<file path="src/design/srds_pkg.sv">
// ----------------------------------------------------------------------------
// srds_pkg
// Types and constants shared by the strip restart stitch unit.
// ----------------------------------------------------------------------------
`default_nettype none

package srds_pkg;

    localparam int unsigned IDX_W = 32;

    localparam logic [IDX_W-1:0] RESTART_RESET = 32'h0000_ffff;
    localparam logic [1:0]       LEAD_FULL     = 2'd2;

    typedef logic [IDX_W-1:0] t_index;

    // result load from the stitch core into the output buffer
    typedef struct packed {
        logic   load;
        t_index index;
        logic   twice;
    } t_load;

endpackage

`default_nettype wire

</file>
<file path="src/design/srds_chan_if.sv">
// ----------------------------------------------------------------------------
// srds_chan_if
// Valid/ready channel interfaces: input items, result items, register writes.
// ----------------------------------------------------------------------------
`default_nettype none

interface srds_in_if;
    logic                valid;
    logic                ready;
    srds_pkg::t_index    index_value;
    logic                final_item;

    modport source (output valid, output index_value, output final_item, input ready);
    modport sink   (input valid, input index_value, input final_item, output ready);
endinterface

interface srds_out_if;
    logic                valid;
    logic                ready;
    srds_pkg::t_index    out_index;
    logic                run_end;

    modport source (output valid, output out_index, output run_end, input ready);
    modport sink   (input valid, input out_index, input run_end, output ready);
endinterface

interface srds_cfg_if;
    logic                valid;
    logic                ready;
    srds_pkg::t_index    restart_value;

    modport source (output valid, output restart_value, input ready);
    modport sink   (input valid, input restart_value, output ready);
endinterface

`default_nettype wire

</file>
<file path="src/design/srds_stitch_core.sv">
// ----------------------------------------------------------------------------
// srds_stitch_core
// Strip state and restart decode; yields up to two results per accepted item.
// ----------------------------------------------------------------------------
`default_nettype none

module srds_stitch_core (
    input  wire logic              i_clk,
    input  wire logic              i_rst_n,
    input  wire logic              i_accept,
    input  wire srds_pkg::t_index  i_index_value,
    input  wire logic              i_final_item,
    input  wire logic              i_cfg_write,
    input  wire srds_pkg::t_index  i_cfg_value,
    output srds_pkg::t_load        o_load
);

    srds_pkg::t_index r_restart_value;
    srds_pkg::t_index r_previous_index, n_previous_index;
    logic [1:0]       r_lead_count, n_lead_count;
    logic             r_odd_parity, n_odd_parity;
    logic             r_restart_pending, n_restart_pending;

    logic is_restart;

    assign is_restart = (i_index_value == r_restart_value);

    always_comb begin
        n_previous_index  = r_previous_index;
        n_lead_count      = r_lead_count;
        n_odd_parity      = r_odd_parity;
        n_restart_pending = r_restart_pending;
        o_load            = '0;
        o_load.index      = i_index_value;

        if (r_lead_count < srds_pkg::LEAD_FULL) begin
            o_load.load      = 1'b1;
            n_previous_index = i_index_value;
            n_lead_count     = r_lead_count + 2'd1;
        end else if (is_restart) begin
            if (!r_restart_pending && !i_final_item) begin
                o_load.load       = 1'b1;
                o_load.index      = r_previous_index;
                o_load.twice      = r_odd_parity;
                n_odd_parity      = 1'b0;
                n_restart_pending = 1'b1;
            end
        end else if (r_restart_pending) begin
            o_load.load       = 1'b1;
            o_load.twice      = 1'b1;
            n_odd_parity      = 1'b1;
            n_restart_pending = 1'b0;
            n_previous_index  = i_index_value;
        end else begin
            o_load.load      = 1'b1;
            n_odd_parity     = ~r_odd_parity;
            n_previous_index = i_index_value;
        end

        // start a new buffer after the final item
        if (i_final_item) begin
            n_previous_index  = '0;
            n_lead_count      = '0;
            n_odd_parity      = 1'b0;
            n_restart_pending = 1'b0;
        end

        o_load.load = o_load.load & i_accept;
    end

    always_ff @(posedge i_clk) begin
        if (!i_rst_n) begin
            r_restart_value   <= srds_pkg::RESTART_RESET;
            r_previous_index  <= '0;
            r_lead_count      <= '0;
            r_odd_parity      <= 1'b0;
            r_restart_pending <= 1'b0;
        end else begin
            if (i_cfg_write) begin
                r_restart_value <= i_cfg_value;
            end
            if (i_accept) begin
                r_previous_index  <= n_previous_index;
                r_lead_count      <= n_lead_count;
                r_odd_parity      <= n_odd_parity;
                r_restart_pending <= n_restart_pending;
            end
        end
    end

endmodule

`default_nettype wire

</file>
<file path="src/design/srds_out_buf.sv">
// ----------------------------------------------------------------------------
// srds_out_buf
// Result register; replays a doubled index and flags the last result.
// ----------------------------------------------------------------------------
`default_nettype none

module srds_out_buf (
    input  wire logic            i_clk,
    input  wire logic            i_rst_n,
    input  wire srds_pkg::t_load i_load,
    output logic                 o_space,
    srds_out_if.source           o_out_chan
);

    logic             r_valid;
    logic             r_twice;
    srds_pkg::t_index r_index;
    logic             out_take;

    assign out_take   = r_valid && o_out_chan.ready;
    assign o_space    = !r_valid || (!r_twice && o_out_chan.ready);

    assign o_out_chan.valid     = r_valid;
    assign o_out_chan.out_index = r_index;
    assign o_out_chan.run_end   = !r_twice;

    always_ff @(posedge i_clk) begin
        if (!i_rst_n) begin
            r_valid <= 1'b0;
            r_twice <= 1'b0;
        end else if (i_load.load) begin
            r_valid <= 1'b1;
            r_twice <= i_load.twice;
        end else if (out_take) begin
            // drop the repeat first, then the item
            if (r_twice) begin
                r_twice <= 1'b0;
            end else begin
                r_valid <= 1'b0;
            end
        end
    end

    always_ff @(posedge i_clk) begin
        if (i_load.load) begin
            r_index <= i_load.index;
        end
    end

endmodule

`default_nettype wire

</file>
<file path="src/design/strip_restart_to_degenerate_stitch_unit.sv">
// ----------------------------------------------------------------------------
// strip_restart_to_degenerate_stitch_unit
// Joins restart-separated triangle strips into one strip of degenerate joins.
// ----------------------------------------------------------------------------
// One index is accepted per cycle while the buffer has space. An item with
// one result passes straight through the single result register, so a
// steady stream moves at one item per cycle while output is ready. An item
// with two results (odd-parity restart or the first index after a restart)
// blocks input until its repeat is taken. Items with no result only update
// the strip state. The restart value resets to 0xffff and may be rewritten
// at any time the block is idle; the write channel is always ready.
// ----------------------------------------------------------------------------
`default_nettype none

module strip_restart_to_degenerate_stitch_unit (
    input  wire logic  i_clk,
    input  wire logic  i_rst_n,
    srds_in_if.sink    i_in_chan,
    srds_cfg_if.sink   i_cfg_chan,
    srds_out_if.source o_out_chan
);

    srds_pkg::t_load load;
    logic            space;
    logic            accept;

    assign i_in_chan.ready  = space;
    assign i_cfg_chan.ready = 1'b1;
    assign accept           = i_in_chan.valid && space;

    srds_stitch_core u_core (
        .i_clk         (i_clk),
        .i_rst_n       (i_rst_n),
        .i_accept      (accept),
        .i_index_value (i_in_chan.index_value),
        .i_final_item  (i_in_chan.final_item),
        .i_cfg_write   (i_cfg_chan.valid),
        .i_cfg_value   (i_cfg_chan.restart_value),
        .o_load        (load)
    );

    srds_out_buf u_out (
        .i_clk      (i_clk),
        .i_rst_n    (i_rst_n),
        .i_load     (load),
        .o_space    (space),
        .o_out_chan (o_out_chan)
    );

endmodule

`default_nettype wire

</file>
<file path="src/flat_wrapper.sv">
// flat-port wrapper written by rule: the top's interface ports become plain ports
module strip_restart_to_degenerate_stitch_unit_flat 
  (i_clk, i_rst_n, i_in_chan_valid, i_in_chan_index_value, i_in_chan_final_item, i_in_chan_ready, i_cfg_chan_valid, i_cfg_chan_restart_value, i_cfg_chan_ready, o_out_chan_valid, o_out_chan_out_index, o_out_chan_run_end, o_out_chan_ready);
  srds_in_if i_in_chan_i ();
  srds_cfg_if i_cfg_chan_i ();
  srds_out_if o_out_chan_i ();
  input  wire logic i_clk;
  input  wire logic i_rst_n;
  input wire logic [$bits(i_in_chan_i.valid)-1:0] i_in_chan_valid;
  input wire logic [$bits(i_in_chan_i.index_value)-1:0] i_in_chan_index_value;
  input wire logic [$bits(i_in_chan_i.final_item)-1:0] i_in_chan_final_item;
  output wire logic [$bits(i_in_chan_i.ready)-1:0] i_in_chan_ready;
  input wire logic [$bits(i_cfg_chan_i.valid)-1:0] i_cfg_chan_valid;
  input wire logic [$bits(i_cfg_chan_i.restart_value)-1:0] i_cfg_chan_restart_value;
  output wire logic [$bits(i_cfg_chan_i.ready)-1:0] i_cfg_chan_ready;
  output wire logic [$bits(o_out_chan_i.valid)-1:0] o_out_chan_valid;
  output wire logic [$bits(o_out_chan_i.out_index)-1:0] o_out_chan_out_index;
  output wire logic [$bits(o_out_chan_i.run_end)-1:0] o_out_chan_run_end;
  input wire logic [$bits(o_out_chan_i.ready)-1:0] o_out_chan_ready;
  assign i_in_chan_i.valid = i_in_chan_valid;
  assign i_in_chan_i.index_value = i_in_chan_index_value;
  assign i_in_chan_i.final_item = i_in_chan_final_item;
  assign i_in_chan_ready = i_in_chan_i.ready;
  assign i_cfg_chan_i.valid = i_cfg_chan_valid;
  assign i_cfg_chan_i.restart_value = i_cfg_chan_restart_value;
  assign i_cfg_chan_ready = i_cfg_chan_i.ready;
  assign o_out_chan_valid = o_out_chan_i.valid;
  assign o_out_chan_out_index = o_out_chan_i.out_index;
  assign o_out_chan_run_end = o_out_chan_i.run_end;
  assign o_out_chan_i.ready = o_out_chan_ready;
  strip_restart_to_degenerate_stitch_unit u_core (.i_clk(i_clk), .i_rst_n(i_rst_n), .i_in_chan(i_in_chan_i), .i_cfg_chan(i_cfg_chan_i), .o_out_chan(o_out_chan_i));
endmodule
</file>
<file path="config.mk">
export PLATFORM = sky130hd
export DESIGN_NAME = strip_restart_to_degenerate_stitch_unit_flat
export DESIGN_NICKNAME = d
export VERILOG_FILES = /design/src/design/srds_pkg.sv /design/src/design/srds_chan_if.sv /design/src/design/srds_stitch_core.sv /design/src/design/srds_out_buf.sv /design/src/design/strip_restart_to_degenerate_stitch_unit.sv /design/src/flat_wrapper.sv
export SDC_FILE = /design/constraint.sdc
export NUM_CORES = 1
export LEC_CHECK = 0
export BUFFER_PORTS_ARGS = -buffer_cell sky130_fd_sc_hd__buf_2
export CORE_ASPECT_RATIO = 1.25
export CORE_UTILIZATION = 50
export CTS_BUF_LIST = sky130_fd_sc_hd__clkbuf_4 sky130_fd_sc_hd__clkbuf_8
export DETAILED_ROUTE_END_ITERATION = 7
export GPL_TIMING_DRIVEN = 1
export HOLD_SLACK_MARGIN = 0.15
export MAX_ROUTING_LAYER = met4
export PLACE_DENSITY_LB_ADDON = 0.2
export SYNTH_ARGS = -nofsm -noshare
export SYNTH_HDL_FRONTEND = slang
export SYNTH_SLANG_ARGS = --single-unit
</file>
<file path="constraint.sdc">
create_clock -name i_clk -period 4.4 [get_ports i_clk]
set_input_delay 0.66 -clock i_clk [delete_from_list [all_inputs] [get_ports i_clk]]
set_output_delay 0.66 -clock i_clk [all_outputs]
set_load 0.02 [all_outputs]
</file>
==> impl_metrics.json <==
{
  "gr-usage-all-layers_pct": 27.0,
  "routed-via-count": 4329,
  "dieArea_mm2": 0.0103,
  "antenna_found_initial": 0,
  "crit_path_frequent_cell": "buf_4",
  "post-place-cells": 692,
  "final_util_pct": 60.4,
  "syn_to_final_growth_pct": 17.3,
  "cp_num_buf_inv": 3,
  "run_status": "finished clean",
  "final.setup.tns_ns": 0,
  "placement.setup.worst_slack_ns": 1.44,
  "cts-buffers-inserted": 9,
  "ant_nets": 0,
  "layout.nets": 647,
  "post_drt_wl_per_cell_um": 18.8,
  "power_density_mw_per_mm2": 339,
  "final.period_utilization_pct": 58.9,
  "io_buffer_count": 104,
  "tritoncts": "done",
  "synth_top_cells_by_area": "dfxtp_1 (28%), edfxtp_1 (19%), o211ai_1 (9.7%)",
  "hold_violations": 0,
  "worst_hold_slack_ns": 0.486,
  "worstSetupPathDepth": 8,
  "timing.reg2reg.setup_slack_ns": 1.88,
  "syn_inst": 491,
  "post_synthesis_mux_area_share_pct": 13.8,
  "xor_xnor_portion_of_the_synthesized_cell_area_pct": 5.67,
  "arithmetic_cell_share_of_the_synthesized_area_counting_full_adders_half_adders_and_majority_gates_pct": 0,
  "grt_setup_unrepaired": "false",
  "cp.required_ns": 4.52,
  "clock_tree.htree_level_count": 3,
  "critical_path.max_fanout": 28,
  "endpoint_of_the_lowest_slack_register_to_register_path": "u_core.u_out.o_out_chan.out_index[31]",
  "relSlewSlack_pct": 32.4,
  "synth_top_area_share_pct": 28.3,
  "cp_slowest_stage_delay_ns": 0.41,
  "setup_viol": 0,
  "place_area_mm2": 0.00559,
  "mappedNetlistArea_mm2": 0.00495,
  "fmaxAchievable_mhz": 386,
  "first_global_vias": 4179,
  "static-leakage-power_nw": 2.34,
  "first_pass_grt_wire_length_um": 21100,
  "timing_max_transition_violations_final": 0,
  "worstSetupEndpointType": "flop",
  "globalRoute.totalOverflow": 0,
  "cp_data_arrival_time_ns": 2.71,
  "place_hpwl_um": 8850,
  "ff2ff_path_depth": 7,
  "postSynthRegisterBits": 102,
  "finalWirelength_um": 13300,
  "yosysTopAreaCell": "dfxtp_1",
  "pin_count": 106,
  "layout_cells_excl_fill": 708,
  "critical_path.endpoint": "u_core.u_out.o_out_chan.out_index[31]",
  "synthSimpleGateAreaFrac_pct": 12.8,
  "clock_latency_on_the_worst_skew_pair_ns": 0.36,
  "synth.distinct_cells": 36,
  "period_minus_slack_ns": 2.59,
  "ctsLongestPathBuffers": 2,
  "r2r-start": "u_core.u_core.r_restart_value[30]",
  "starting_density_of_the_core_pct": 51.5,
  "drt-vias-per-instance": 6.11,
  "diodes": 0,
  "post_cts.repair.setup_buffers": 0,
  "ys_warn_count": 0,
  "layout_cell_share_with_drive_strength_beyond_1_pct": 29.4,
  "worst_slack_ns": 1.81,
  "path_clk_slew_ns": 0.09,
  "timing.critical_path.max_delay_family": "simple AND/OR/NAND/NOR gates",
  "stdcell_area_mm2": 0.00580,
  "cell_with_the_largest_stage_delay_on_the_worst_path": "nor4_1",
  "cts_num_sinks": 102,
  "synth_compound_gate_area_share_pct": 16.3,
  "floorplan.die.width_um": 91.0,
  "worstSetupPathType": "in -> reg",
  "cts_resized": 0,
  "gp_congestion": 0.818,
  "syn_nets": 561,
  "die_span_in_y_um": 113,
  "clock-root-buffer": "clkbuf_8",
  "seq_area_frac_synth_pct": 47.7,
  "core-area_mm2": 0.00961,
  "combinational_family_with_the_most_area_after_synthesis": "compound AO/OA/AOI/OAI gates",
  "residual_drc": 0,
  "crit_path_start_kind": "input port",
  "worstPathCellList": "buf_2 -> xor2_1 -> nor4_1 -> nand4_1 -> buf_4 -> nor3_4 -> buf_4 -> mux2_2",
  "pin_count_of_the_biggest_net_entering_global_routing": 50,
  "total_power_mw": 1.96,
  "syn_area_per_cell_um2": 10.1,
  "dr.pass1.iters": 6,
  "cts-hold-fix-buffers": 0,
  "n_fill_cell": 843,
  "crit_start": "i_in_chan_index_value[30]",
  "worst_slew_pin_slew_ns": 1.01,
  "timing.hold.worst.class": "reg -> reg",
  "rows": 40,
  "max-cap-violations": 0,
  "max-vdd-ir-drop_mv": 0.169,
  "timing.clock.skew_ns": 0.00972,
  "drtIter0Drc": 262
}
## synth_stat cells
cell      count
a211oi_1      1
a21bo_2       1
a21boi_0      1
a21boi_1      1
a21oi_1       8
a311oi_1      1
a31oi_1      32
a32o_1        1
and3_1       33
buf_1         3
buf_2         3
buf_4         1
clkbuf_1     36
conb_1        1
dfxtp_1      70
edfxtp_1     32
inv_1         3
mux2_1        1
mux2_2       31
mux2i_1      32
nand2_1      50
nand2b_1      4
nand3_1       1
nand3b_1      1
nand4_1       2
nor2_1       24
nor2b_1       1
nor3_2        1
nor4_1        9
o211ai_1     64
o21ai_0       4
o31ai_1       2
or2_1         1
or3_1         2
or4_1         1
xor2_1       32
## report_power, final
part	leakage, nW	switching, mW	internal (mW)	total (mW)
clock network	0.109	0.316	0.316	0.631
logic	1.34	0.159	0.106	0.265
registers	0.887	0.0368	1.03	1.07
## per-layer routing
layer	share of wire (%)	global-route usage [%]
met1	42	34.4
met2	49	43.9
met3	7.7	4.44
met4	1.5	8.78
met5	0	-
## layout by cell type (no fill, tap or decap), types with 3 or more instances in the layout
cell type,count
a21oi_1,7
a31oi_1,32
and3_1,33
buf_2,104
buf_4,14
clkbuf_8,12
dfxtp_1,70
edfxtp_1,32
inv_1,3
mux2_2,31
mux2i_1,32
nand2_1,50
nand2b_1,4
nor2_1,22
nor4_1,9
o211ai_1,64
o21ai_0,4
xor2_1,32
## area by class of cell
type | instances | area [um2] | share of cell area (%)
repair buffers | 118 | 626 | 10.8
clock inverters | 3 | 42.5 | 0.733
clock buffers | 13 | 173 | 2.98
multi-input cells | 343 | 2430 | 41.9
inverters | 3 | 11.3 | 0.194
well taps | 126 | 158 | 2.72
flip-flops and latches | 102 | 2360 | 40.7
## kinds of logic (layout without fill, tap and decap cells)
group | Yosys count | in the layout
compound gates | 116 | 116
flops | 102 | 102
xor+xnor | 32 | 32
buf+inv | 46 | 137
mux | 64 | 64
other cells | 1 | 1
simple gates | 130 | 130
## registers in the layout, summed over array words and instances (netlist names)
| register | cells |
|---|---|
| u_core.u_core.r_odd_parity | 1 |
| u_core.u_core.r_restart_pending | 1 |
| u_core.u_out.o_out_chan.out_index | 32 |
| u_core.u_core.r_lead_count | 2 |
| u_core.u_core.r_previous_index | 32 |
| u_core.u_core.r_restart_value | 32 |
| u_core.u_out.r_twice | 1 |
| u_core.u_out.o_out_chan.valid | 1 |
## worst reg2reg max path, stage by stage, from the launching register on
cell and delay (ns):
dfxtp_1 0.33, xor2_1 0.18, nor4_1 0.41, nand4_1 0.18
buf_4 0.27, nor3_4 0.20, buf_4 0.32, mux2_2 0.39
## how the worst min path moves through the flow
stage | slack [ns] | end | cells past startpoint | from
finish | 0.49 | u_core.u_core.r_odd_parity | 2 | u_core.u_core.r_odd_parity
global route | 0.51 | u_core.u_core.r_restart_value[15] | 3 | i_cfg_chan_restart_value[15]
global placement | 0.47 | u_core.u_core.r_odd_parity | 2 | u_core.u_core.r_odd_parity
floorplan | 0.45 | u_core.u_core.r_odd_parity | 2 | u_core.u_core.r_odd_parity
detailed placement | 0.48 | u_core.u_core.r_odd_parity | 2 | u_core.u_core.r_odd_parity
CTS | 0.49 | u_core.u_core.r_odd_parity | 2 | u_core.u_core.r_odd_parity
No activity file was read; power rests on OpenSTA's default activity.
